[src/hw/rtl/tsl_pkg.sv]
// tsl_pkg: shared constants, mode and register codes, and the alignment struct
// for the tiled surface level layout block; no dependencies
package tsl_pkg;

  localparam int EXTENT_BITS = 15;
  localparam int EXT_W       = EXTENT_BITS + 1;

  localparam logic [1:0] MODE_LINEAR = 2'd0;
  localparam logic [1:0] MODE_1D     = 2'd1;
  localparam logic [1:0] MODE_2D     = 2'd2;

  localparam logic [1:0] CFG_GROUP_BYTES = 2'd0;
  localparam logic [1:0] CFG_PIPES       = 2'd1;
  localparam logic [1:0] CFG_BANKS       = 2'd2;

  localparam logic [3:0] GROUP_LOG2_MIN = 4'd8;
  localparam logic [3:0] GROUP_LOG2_MAX = 4'd12;
  localparam logic [1:0] BANKS_LOG2_MIN = 2'd2;
  localparam logic [2:0] ESZ_LOG2_MAX   = 3'd4;

  localparam logic [3:0] TILE_EDGE_LOG2        = 4'd3;
  localparam logic [3:0] LINEAR_MIN_PITCH_LOG2 = 4'd6;
  localparam logic [3:0] SCANOUT_1B_LOG2       = 4'd6;
  localparam logic [3:0] SCANOUT_WIDE_LOG2     = 4'd5;
  localparam logic [4:0] MIN_BASE_ALIGN_LOG2   = 5'd8;
  localparam logic [4:0] BASE_FACTOR_LOG2      = 5'd6;

  typedef struct packed {
    logic [3:0] pa_log2;
    logic [2:0] ha_log2;
    logic [4:0] ba_log2;
    logic [2:0] bs_log2;
  } tsl_align_t;

endpackage

[src/hw/rtl/tsl_extent.sv]
// tsl_extent: mip level extent, max(1, base >> level), power-of-two rounded
// above level zero; depends on tsl_pkg
module tsl_extent import tsl_pkg::*; (
  input  logic [EXTENT_BITS-1:0] base,
  input  logic [3:0]             level,
  output logic [EXT_W-1:0]       extent
);

  logic [EXT_W-1:0] shifted;
  logic [EXT_W-1:0] clamped;
  logic [EXT_W-1:0] smear;

  always_comb begin
    shifted = {1'b0, base} >> level;
    clamped = (shifted == '0) ? EXT_W'(1) : shifted;
    smear   = clamped - EXT_W'(1);
    for (int i = 0; i < $clog2(EXT_W); i++) begin
      smear = smear | (smear >> (1 << i));
    end
    extent = (level != 4'd0) ? (smear + EXT_W'(1)) : clamped;
  end

endmodule

[src/hw/rtl/tsl_align.sv]
// tsl_align: pitch, height and base alignment exponents for the tiling mode
// depends on tsl_pkg
module tsl_align import tsl_pkg::*; (
  input  logic [1:0] tiling_mode,
  input  logic [2:0] element_size_log2,
  input  logic [1:0] samples_log2,
  input  logic       scanout_en,
  input  logic [3:0] group_bytes_log2,
  input  logic [1:0] pipes_log2,
  input  logic [1:0] banks_log2,
  output tsl_align_t align
);

  logic [3:0] g;
  logic [1:0] kl;
  logic [2:0] esz;
  logic [3:0] s;
  logic [3:0] e1d;
  logic [3:0] epa;
  logic [3:0] scan_min;
  logic [4:0] ba_a;
  logic [4:0] ba_b;

  always_comb begin
    if (group_bytes_log2 < GROUP_LOG2_MIN) begin
      g = GROUP_LOG2_MIN;
    end else if (group_bytes_log2 > GROUP_LOG2_MAX) begin
      g = GROUP_LOG2_MAX;
    end else begin
      g = group_bytes_log2;
    end
    kl  = (banks_log2 < BANKS_LOG2_MIN) ? BANKS_LOG2_MIN : banks_log2;
    esz = (element_size_log2 > ESZ_LOG2_MAX) ? ESZ_LOG2_MAX : element_size_log2;
    s   = TILE_EDGE_LOG2 + 4'(esz) + 4'(samples_log2);
    // max(8, group >> s) as an exponent
    e1d = (g >= 4'(s + TILE_EDGE_LOG2)) ? 4'(g - s) : TILE_EDGE_LOG2;
    scan_min = (esz == 3'd0) ? SCANOUT_1B_LOG2 : SCANOUT_WIDE_LOG2;
    ba_a = 5'(kl) + BASE_FACTOR_LOG2;
    ba_b = '0;

    align.bs_log2 = esz + 3'(samples_log2);
    case (tiling_mode)
      MODE_1D: begin
        epa           = e1d;
        align.ha_log2 = 3'(TILE_EDGE_LOG2);
      end
      MODE_2D: begin
        epa           = e1d + 4'(kl);
        align.ha_log2 = 3'(TILE_EDGE_LOG2) + 3'(pipes_log2);
      end
      default: begin
        epa           = (4'(g - 4'(esz)) > LINEAR_MIN_PITCH_LOG2) ?
                        4'(g - 4'(esz)) : LINEAR_MIN_PITCH_LOG2;
        align.ha_log2 = 3'd0;
      end
    endcase
    if ((tiling_mode == MODE_1D || tiling_mode == MODE_2D) && scanout_en &&
        (scan_min > epa)) begin
      epa = scan_min;
    end
    align.pa_log2 = epa;

    if (tiling_mode == MODE_2D) begin
      // max(pipes*banks*S*B*64, pitch*height*S*B)
      ba_b = 5'(epa) + 5'(TILE_EDGE_LOG2);
      align.ba_log2 = 5'(pipes_log2) + 5'(align.bs_log2) +
                      ((ba_a > ba_b) ? ba_a : ba_b);
    end else begin
      align.ba_log2 = (5'(g) > MIN_BASE_ALIGN_LOG2) ? 5'(g) : MIN_BASE_ALIGN_LOG2;
    end
  end

endmodule

[src/hw/rtl/tiled_surface_level_layout_core.sv]
// tiled_surface_level_layout_core: top level with config registers, input
// register, layout arithmetic and result register
// depends on tsl_pkg, tsl_align, tsl_extent
// start passes the input register, then the result register, to out_valid;
// one request per cycle; busy is always low and the receiver cannot stall
// synchronous active-low reset clears the valid bits and loads the config
// registers with group 256 bytes, 2 pipes, 4 banks
module tiled_surface_level_layout_core import tsl_pkg::*; (
  input  logic                   clk,
  input  logic                   rst_n,
  input  logic                   cfg_we,
  input  logic [1:0]             cfg_index,
  input  logic [3:0]             cfg_wdata,
  input  logic                   start,
  output logic                   busy,
  input  logic [1:0]             in_tiling_mode,
  input  logic [EXTENT_BITS-1:0] in_base_width,
  input  logic [EXTENT_BITS-1:0] in_base_height,
  input  logic [3:0]             in_mip_level,
  input  logic [2:0]             in_element_size_log2,
  input  logic [1:0]             in_samples_log2,
  input  logic                   in_scanout_en,
  input  logic                   in_degrade_check,
  output logic                   out_valid,
  output logic [12:0]            out_pitch_align,
  output logic [6:0]             out_height_align,
  output logic [31:0]            out_base_align_bytes,
  output logic [15:0]            out_aligned_pitch,
  output logic [15:0]            out_aligned_height,
  output logic [31:0]            out_row_bytes,
  output logic [39:0]            out_plane_bytes,
  output logic                   out_degrades
);

  logic [3:0] group_r;
  logic [1:0] pipes_r;
  logic [1:0] banks_r;

  logic                   valid_r;
  logic [1:0]             mode_r;
  logic [EXTENT_BITS-1:0] bw_r;
  logic [EXTENT_BITS-1:0] bh_r;
  logic [3:0]             level_r;
  logic [2:0]             esz_r;
  logic [1:0]             sl_r;
  logic                   scan_r;
  logic                   check_r;

  tsl_align_t       align;
  logic [EXT_W-1:0] w;
  logic [EXT_W-1:0] h;
  logic [16:0]      pa_m1;
  logic [15:0]      ha_m1;
  logic [16:0]      ap;
  logic [15:0]      ah;
  logic [23:0]      pb;
  logic [31:0]      area;
  logic [39:0]      sb;
  logic             deg;

  logic        out_valid_r;
  logic [12:0] pa_r;
  logic [6:0]  ha_r;
  logic [31:0] ba_r;
  logic [15:0] ap_r;
  logic [15:0] ah_r;
  logic [31:0] pb_r;
  logic [39:0] sb_r;
  logic        deg_r;

  assign busy = 1'b0;

  always_ff @(posedge clk) begin
    if (!rst_n) begin
      group_r <= GROUP_LOG2_MIN;
      pipes_r <= 2'd1;
      banks_r <= BANKS_LOG2_MIN;
    end else if (cfg_we) begin
      unique case (cfg_index)
        CFG_GROUP_BYTES: group_r <= cfg_wdata;
        CFG_PIPES:       pipes_r <= cfg_wdata[1:0];
        CFG_BANKS:       banks_r <= cfg_wdata[1:0];
        default: ;
      endcase
    end
  end

  always_ff @(posedge clk) begin
    if (!rst_n) begin
      valid_r <= 1'b0;
    end else begin
      valid_r <= start && !busy;
    end
    mode_r  <= in_tiling_mode;
    bw_r    <= in_base_width;
    bh_r    <= in_base_height;
    level_r <= in_mip_level;
    esz_r   <= in_element_size_log2;
    sl_r    <= in_samples_log2;
    scan_r  <= in_scanout_en;
    check_r <= in_degrade_check;
  end

  tsl_align u_align (
    .tiling_mode       (mode_r),
    .element_size_log2 (esz_r),
    .samples_log2      (sl_r),
    .scanout_en        (scan_r),
    .group_bytes_log2  (group_r),
    .pipes_log2        (pipes_r),
    .banks_log2        (banks_r),
    .align             (align)
  );

  tsl_extent u_width (
    .base   (bw_r),
    .level  (level_r),
    .extent (w)
  );

  tsl_extent u_height (
    .base   (bh_r),
    .level  (level_r),
    .extent (h)
  );

  always_comb begin
    pa_m1 = (17'(1) << align.pa_log2) - 17'(1);
    ha_m1 = (16'(1) << align.ha_log2) - 16'(1);
    deg   = check_r && ((17'(w) <= pa_m1) || (16'(h) <= ha_m1));
    ap    = (17'(w) + pa_m1) & ~pa_m1;
    ah    = (16'(h) + ha_m1) & ~ha_m1;
    pb    = 24'(ap) << align.bs_log2;
    // aligned pitch never exceeds 32768, so a 16 by 16 product suffices
    area  = 32'(ap[15:0]) * 32'(ah);
    sb    = 40'(area) << align.bs_log2;
  end

  always_ff @(posedge clk) begin
    if (!rst_n) begin
      out_valid_r <= 1'b0;
    end else begin
      out_valid_r <= valid_r;
    end
    pa_r  <= 13'(1) << align.pa_log2;
    ha_r  <= 7'(1) << align.ha_log2;
    ba_r  <= 32'(1) << align.ba_log2;
    deg_r <= deg;
    ap_r  <= deg ? 16'd0 : ap[15:0];
    ah_r  <= deg ? 16'd0 : ah;
    pb_r  <= deg ? 32'd0 : 32'(pb);
    sb_r  <= deg ? 40'd0 : sb;
  end

  assign out_valid            = out_valid_r;
  assign out_pitch_align      = pa_r;
  assign out_height_align     = ha_r;
  assign out_base_align_bytes = ba_r;
  assign out_aligned_pitch    = ap_r;
  assign out_aligned_height   = ah_r;
  assign out_row_bytes        = pb_r;
  assign out_plane_bytes      = sb_r;
  assign out_degrades         = deg_r;

endmodule

[config.mk]
export PLATFORM = sky130hd
export DESIGN_NAME = tiled_surface_level_layout_core
export DESIGN_NICKNAME = d
export VERILOG_FILES = /design/src/hw/rtl/tsl_pkg.sv /design/src/hw/rtl/tsl_extent.sv /design/src/hw/rtl/tsl_align.sv /design/src/hw/rtl/tiled_surface_level_layout_core.sv
export SDC_FILE = /design/constraint.sdc
export NUM_CORES = 1
export LEC_CHECK = 0
export ABC_AREA = 0
export BUFFER_PORTS_ARGS = -buffer_cell sky130_fd_sc_hd__buf_2
export CAP_MARGIN = 20
export CORE_MARGIN = 2
export CORE_UTILIZATION = 30
export CTS_BUF_LIST = sky130_fd_sc_hd__clkbuf_8 sky130_fd_sc_hd__clkbuf_16
export DETAILED_ROUTE_END_ITERATION = 6
export GPL_TIMING_DRIVEN = 0
export PLACE_DENSITY_LB_ADDON = 0.1
export SLEW_MARGIN = 20
export SYNTH_ARGS = -nofsm -noshare
export SYNTH_HDL_FRONTEND = slang
export SYNTH_SLANG_ARGS = --single-unit
[constraint.sdc]
create_clock -name clk -period 14.3 [get_ports clk]
set_input_delay 0.715 -clock clk [delete_from_list [all_inputs] [get_ports clk]]
set_output_delay 0.715 -clock clk [all_outputs]
set_load 0.005 [all_outputs]
==> impl_metrics.env, run 1 <==
export IMPL_ys_flop_type="dfxtp_1"
export IMPL_max_stage_delay_ns=0.60
export IMPL_placed_cells=3948
export IMPL_crit_arrival_ns=14.36
export IMPL_core_um2=75570
export IMPL_filler_cell_count=8030
export IMPL_cts_buffers_inserted=23
export IMPL_drive_above_1_share_pct=19.98
export IMPL_min_period_ns=13.96
export IMPL_ir_drop_mv=0.2841
export IMPL_synth_area_top_cells="dfxtp_1, fa_1, ha_1"
export IMPL_seq_area_um2=4024
export IMPL_ctsHoldBuffers=0
export IMPL_yosysTopAreaCellShare_pct=17.65
export IMPL_synth_edf_count=0
export IMPL_syn_inst=2750
export IMPL_yosysMostFrequentCell="inv_1"
export IMPL_async_flop_share_pct=0
export IMPL_dieHeight_um=279.6
export IMPL_timing_critical_path_buf_inv=10
export IMPL_grt_pass1_wl_mm=132.2
export IMPL_maxCapViolCount=0
export IMPL_cp_required_ns=14.70
export IMPL_nets=3513
export IMPL_hp_class="in -> reg"
export IMPL_placed_area_um2=25200
export IMPL_wl_per_cell_um=21.38
export IMPL_overflow=0
export IMPL_avgSynthCellArea_um2=8.289
export IMPL_cpLargestDelayFamily="adder cells"
export IMPL_clock_latency_ns=0.55
export IMPL_drtPass1Iterations=7
export IMPL_path_clk_slew_ns=0.06
export IMPL_dp_hpwl_mm=69.84
export IMPL_worst_pin_slew_ns=1.071
export IMPL_final_cell_area_um2=27520
export IMPL_ys_warn_count=0
export IMPL_slew_viol_final=0
export IMPL_synthAdderAreaFrac_pct=29.34
export IMPL_synth_cell_types=113
export IMPL_area_growth_pct=20.73
export IMPL_cts_htree_levels=1
export IMPL_clkSinkCount=201
export IMPL_slew_headroom_pct=28.07
export IMPL_violations="DRC"
export IMPL_dieArea_um2=78200
export IMPL_fin_skew_ns=0.01231
export IMPL_die_w_um=279.6
export IMPL_synth_common_cells="inv_1, nor2_1, nand2_1"
export IMPL_multiInputGateArea_um2=17870
export IMPL_grt_max_degree=16
export IMPL_drc=2
export IMPL_wl_mm=86.38
export IMPL_grt_use_total_pct=21.80
export IMPL_io_pins=212
export IMPL_setup_worst_path_start_class="register"
export IMPL_synth_top_family_by_area="adder cells"
export IMPL_num_rows=101
export IMPL_diodes=0
export IMPL_drtIter0Drc=1389
export IMPL_hold_viol_final=0
export IMPL_run_status="finished with violations"
export IMPL_vias=21082
export IMPL_synth_seq_area_share_pct=17.65
export IMPL_end_kind="register"
export IMPL_start_util_pct=30.16
export IMPL_fin_crit_sh_pct=97.62
export IMPL_io_buffers=200
export IMPL_clk_path_buf_depth=3
export IMPL_power_density_nw_per_um2=281.1
export IMPL_synthMuxAreaShare_pct=6.543
export IMPL_ant_nets=0
export IMPL_routed_via_density=5.217
export IMPL_yosysTopAreaCell="dfxtp_1"
export IMPL_fmax_ghz=0.07163
export IMPL_critical_path_class="reg -> reg"
export IMPL_hold_ws_ns=0.2557
export IMPL_crit_path_top_delay_cell="fa_2"
export IMPL_synth_compound_area_share_pct=15.09
export IMPL_antenna_found_initial=1
export IMPL_clockRootBuffer="clkbuf_16"
export IMPL_fin_cells=4041
export IMPL_syn_area_um2=22790
export IMPL_report_final_setup_viol=0
export IMPL_synth_xor_area_share_pct=3.189
export IMPL_crit_fanout=6
export IMPL_yosys_area_share_simple_pct=19.78
export IMPL_gp_congestion=0.9215
export IMPL_synth_seq_cells=201
export IMPL_p_leak_nw=12.37
export IMPL_cts_tree="yes"
export IMPL_first_global_vias=21400
==> placed cells by master (no fill, tap or decap), drive strengths merged, types with 26 or more instances in the layout <==
cell type    n
nor2b       29
or3         31
nand3       40
inv        333
xnor2       57
a31oi       32
dfxtp      201
nor2       323
nand2b      30
clkbuf     106
nand2      307
buf        318
fa         201
o21ai       92
nor3        73
xor2        26
ha         213
mux4        27
a21o        29
mux2i       62
a21oi      106
==> worst reg2reg max path: cells and delay by family (launching register included) <==
family / cells / cell delay, ns
AOI/OAI and AO/OA: 14 / 3.28
xor gates and xnor gates: 2 / 0.35
adders and majority gates: 16 / 5.62
buffers and inverters: 10 / 0.90
DFF: 1 / 0.31
muxes: 2 / 0.89
and+or+nand+nor: 15 / 2.46
==> power by group <==
part	switching (mW)	internal (mW)	leakage, nW
clock	0.259	0.381	0.402
combinational	3.88	2.54	10.3
sequential	0.0261	0.656	1.65
total	4.16	3.58	12.4
==> sequential cells by signal, indices dropped and copies added (netlist names), 13 cells and up <==
name                  flops
out_plane_bytes          39
out_base_align_bytes     32
out_row_bytes            24
out_aligned_height       16
out_aligned_pitch        16
bh_r                     15
bw_r                     15
out_pitch_align          13
==> stage by stage <==
step | util (%) | setup TNS, ns | worst slack [ns] | total power, mW
final | 36.42 | 0 | 0.3399 | 7.737
after global routing | 36.42 | -0.4586 | -0.1174 | 8.464
after CTS | 35.60 | 0 | 0.001225 | 7.467
after detailed placement | 33.35 | -75.19 | -3.290 | 6.458
after global placement | 33.23 | -75.00 | -3.250 | 6.441
after floorplan | - | 0 | 0.009898 | 4.667
==> logic make-up after synthesis <==
kind of cell / Yosys count
flip-flops: 201
buffers and inverters: 473
other: 2
adder cells (fa/ha/maj): 414
XOR/XNOR: 83
AND/OR/NAND/NOR: 973
AO/OA/AOI/OAI: 493
multiplexers: 111
==> metal layers <==
layer	vias up	global-route usage [%]	wire, µm
met5	-	0	8
met4	2	5.636	2498
met3	134	2.394	4120
met2	614	36.70	40320
met1	10448	29.69	39440
li1	9884	-	-
==> final timing paths <==
| path | from | end | slack [ns] | cells after the start |
|---|---|---|---|---|
| worst min-delay path | in_degrade_check | check_r | 0.26 | 1 |
| worst max-delay path | esz_r[2] | out_plane_bytes[27] | 0.34 | 59 |
| worst max register to register | esz_r[2] | out_plane_bytes[27] | 0.34 | 59 |
| worst min register to register | valid_r | out_valid | 0.44 | 1 |
==> cell type report <==
type | instances | share of cell area (%)
Multi-Input combinational cell | 2091 | 64.95
Sequential cell | 201 | 14.62
Timing Repair Buffer | 270 | 5.661
Inverter | 330 | 4.574
Tap cell | 978 | 4.447
Buffer | 129 | 2.760
Clock buffer | 25 | 2.192
Clock inverter | 17 | 0.7911
==> what timing repair did <==
item                       in CTS  in global routing
pin swaps                      32                 56
hold endpoints to repair        0                  0
cloned                          0                  0
setup endpoints to repair      31                 22
buffers inserted               35                 30
resized for setup             151                 97
Power figures use the tool's default switching activity.
==> run 2: changes to the inputs <==
==> constraint.sdc (replaced) <==
create_clock -name clk -period 15.6 [get_ports clk]
set_input_delay 0.78 -clock clk [delete_from_list [all_inputs] [get_ports clk]]
set_output_delay 0.78 -clock clk [all_outputs]
set_load 0.005 [all_outputs]
==> impl_metrics.env, run 2 (synthesized netlist as in run 1, its figures left out) <==
export IMPL_power_density_nw_per_um2=247.1
export IMPL_min_period_ns=14.90
export IMPL_clkSinkCount=201
export IMPL_worst_pin_slew_ns=1.054
export IMPL_io_pins=212
export IMPL_p_leak_nw=12.10
export IMPL_setup_worst_path_start_class="register"
export IMPL_ant_nets=0
export IMPL_nets=3478
export IMPL_first_global_vias=21474
export IMPL_wl_mm=85.24
export IMPL_grt_max_degree=14
export IMPL_end_kind="register"
export IMPL_ir_drop_mv=0.2137
export IMPL_die_w_um=279.6
export IMPL_wl_per_cell_um=21.28
export IMPL_post_route_util_pct=35.31
export IMPL_core_um2=75570
export IMPL_overflow=0
export IMPL_dieArea_um2=78200
export IMPL_crit_arrival_ns=15.31
export IMPL_maxCapViolCount=0
export IMPL_clock_latency_ns=0.58
export IMPL_fin_skew_ns=0.02408
export IMPL_slew_headroom_pct=29.45
export IMPL_largest_reg_flops=39
export IMPL_drtPass1Iterations=6
export IMPL_run_status="completed"
export IMPL_diodes=0
export IMPL_hold_ws_ns=0.2951
export IMPL_dieHeight_um=279.6
export IMPL_crit_path_top_delay_cell="fa_1"
export IMPL_routed_via_density=5.279
export IMPL_cts_tree="yes"
export IMPL_grt_use_total_pct=21.65
export IMPL_drive_above_1_share_pct=16.15
export IMPL_cp_required_ns=16.01
export IMPL_slew_viol_final=0
export IMPL_hold_viol_final=0
export IMPL_num_rows=101
export IMPL_max_stage_delay_ns=0.59
export IMPL_io_buffers=200
export IMPL_cts_htree_levels=1
export IMPL_tns_ns=0
export IMPL_grt_pass1_wl_mm=129.5
export IMPL_clk_path_buf_depth=3
export IMPL_placed_cells=3945
export IMPL_clockRootBuffer="clkbuf_16"
export IMPL_cts_buffers_inserted=23
export IMPL_report_final_setup_viol=0
export IMPL_hp_class="in -> reg"
export IMPL_drc=0
export IMPL_dp_hpwl_mm=69.93
export IMPL_antenna_found_initial=3
export IMPL_critical_path_class="reg -> reg"
export IMPL_fmax_ghz=0.06709
export IMPL_drtIter0Drc=1668
export IMPL_area_growth_pct=17.07
export IMPL_fin_cells=4005
export IMPL_power_mw=6.595
export IMPL_path_clk_slew_ns=0.06
export IMPL_start_util_pct=30.16
export IMPL_ctsHoldBuffers=0
export IMPL_vias=21144
export IMPL_final_common_cell="inv_1"
export IMPL_layout_common_cells="inv_1, nor2_1, nand2_1, buf_2, ha_1"
export IMPL_gp_congestion=0.9404
export IMPL_crit_fanout=10
export IMPL_fin_crit_sh_pct=95.54
## run 2: changes by cell type in the layout (fill, tap and decap cells not counted), moves of 6 or more
cell,before,now
ha_4,13,4
nand2_1,295,303
buf_4,78,47
nand2_2,9,3
ha_2,10,3
ha_1,190,206
nor2_1,308,315
clkbuf_1,64,73
buf_6,13,6
## run 2: final timing paths
| path | startpoint | end | slack (ns) | cells past startpoint |
|---|---|---|---|---|
| worst max-delay path | esz_r[2] | out_plane_bytes[27] | 0.70 | 62 |
| worst min-delay path | in_base_width[8] | bw_r[8] | 0.30 | 1 |
| worst max register to register | esz_r[2] | out_plane_bytes[27] | 0.70 | 62 |
| worst min register to register | valid_r | out_valid | 0.44 | 1 |
## run 2: repair_timing
item / 4_1_cts / 5_1_grt
resized for setup: 74 / 43
pin swaps: 7 / 10
endpoints found under the setup margin: 32 / 23
setup buffers: 14 / 16
## run 2: worst max-delay path: cells and delay by family (launching register included)
| family | cells | cell delay, ns |
|---|---|---|
| compound gates | 13 | 2.69 |
| xor+xnor | 3 | 0.60 |
| fa+ha+maj | 15 | 5.51 |
| buf+inv | 13 | 1.84 |
| flops | 1 | 0.30 |
| mux | 2 | 0.92 |
| simple gates | 16 | 2.83 |
## run 2: cell type report
type	count	area, µm²
inverter	330	1244
timing repair buffer	232	1241
multi-input combinational	2091	17360
buffer	132	709.4
sequential	201	4024
clock inverter	13	239.0
clock buffer	28	644.4
fill	8020	48880
tap	978	1224
## run 2: power breakdown
part | total, mW | internal, mW | switching (mW)
Combinational | 5.34 | 2.05 | 3.30
Clock | 0.625 | 0.394 | 0.231
Sequential | 0.626 | 0.601 | 0.0243
Total | 6.60 | 3.04 | 3.55
## run 2: per-layer routing
| metal | vias to the layer above | wire length (µm) | GRT usage [%] |
|---|---|---|---|
| li1 | 9813 | - | - |
| met1 | 10431 | 36810 | 28.65 |
| met2 | 760 | 38930 | 35.53 |
| met3 | 140 | 5967 | 3.620 |
| met4 | 0 | 3529 | 7.706 |
| met5 | - | 0 | 0 |
## run 2: metrics by stage
| step | instance area, µm² | setup slack [ns] |
|---|---|---|
| global route | 26690 | -0.01322 |
| CTS | 26420 | 0.02258 |
| global placement | 25080 | -3.835 |
| floorplan | 22850 | 0.6748 |
| finish | 26690 | 0.6952 |
| detailed placement | 25140 | -3.687 |
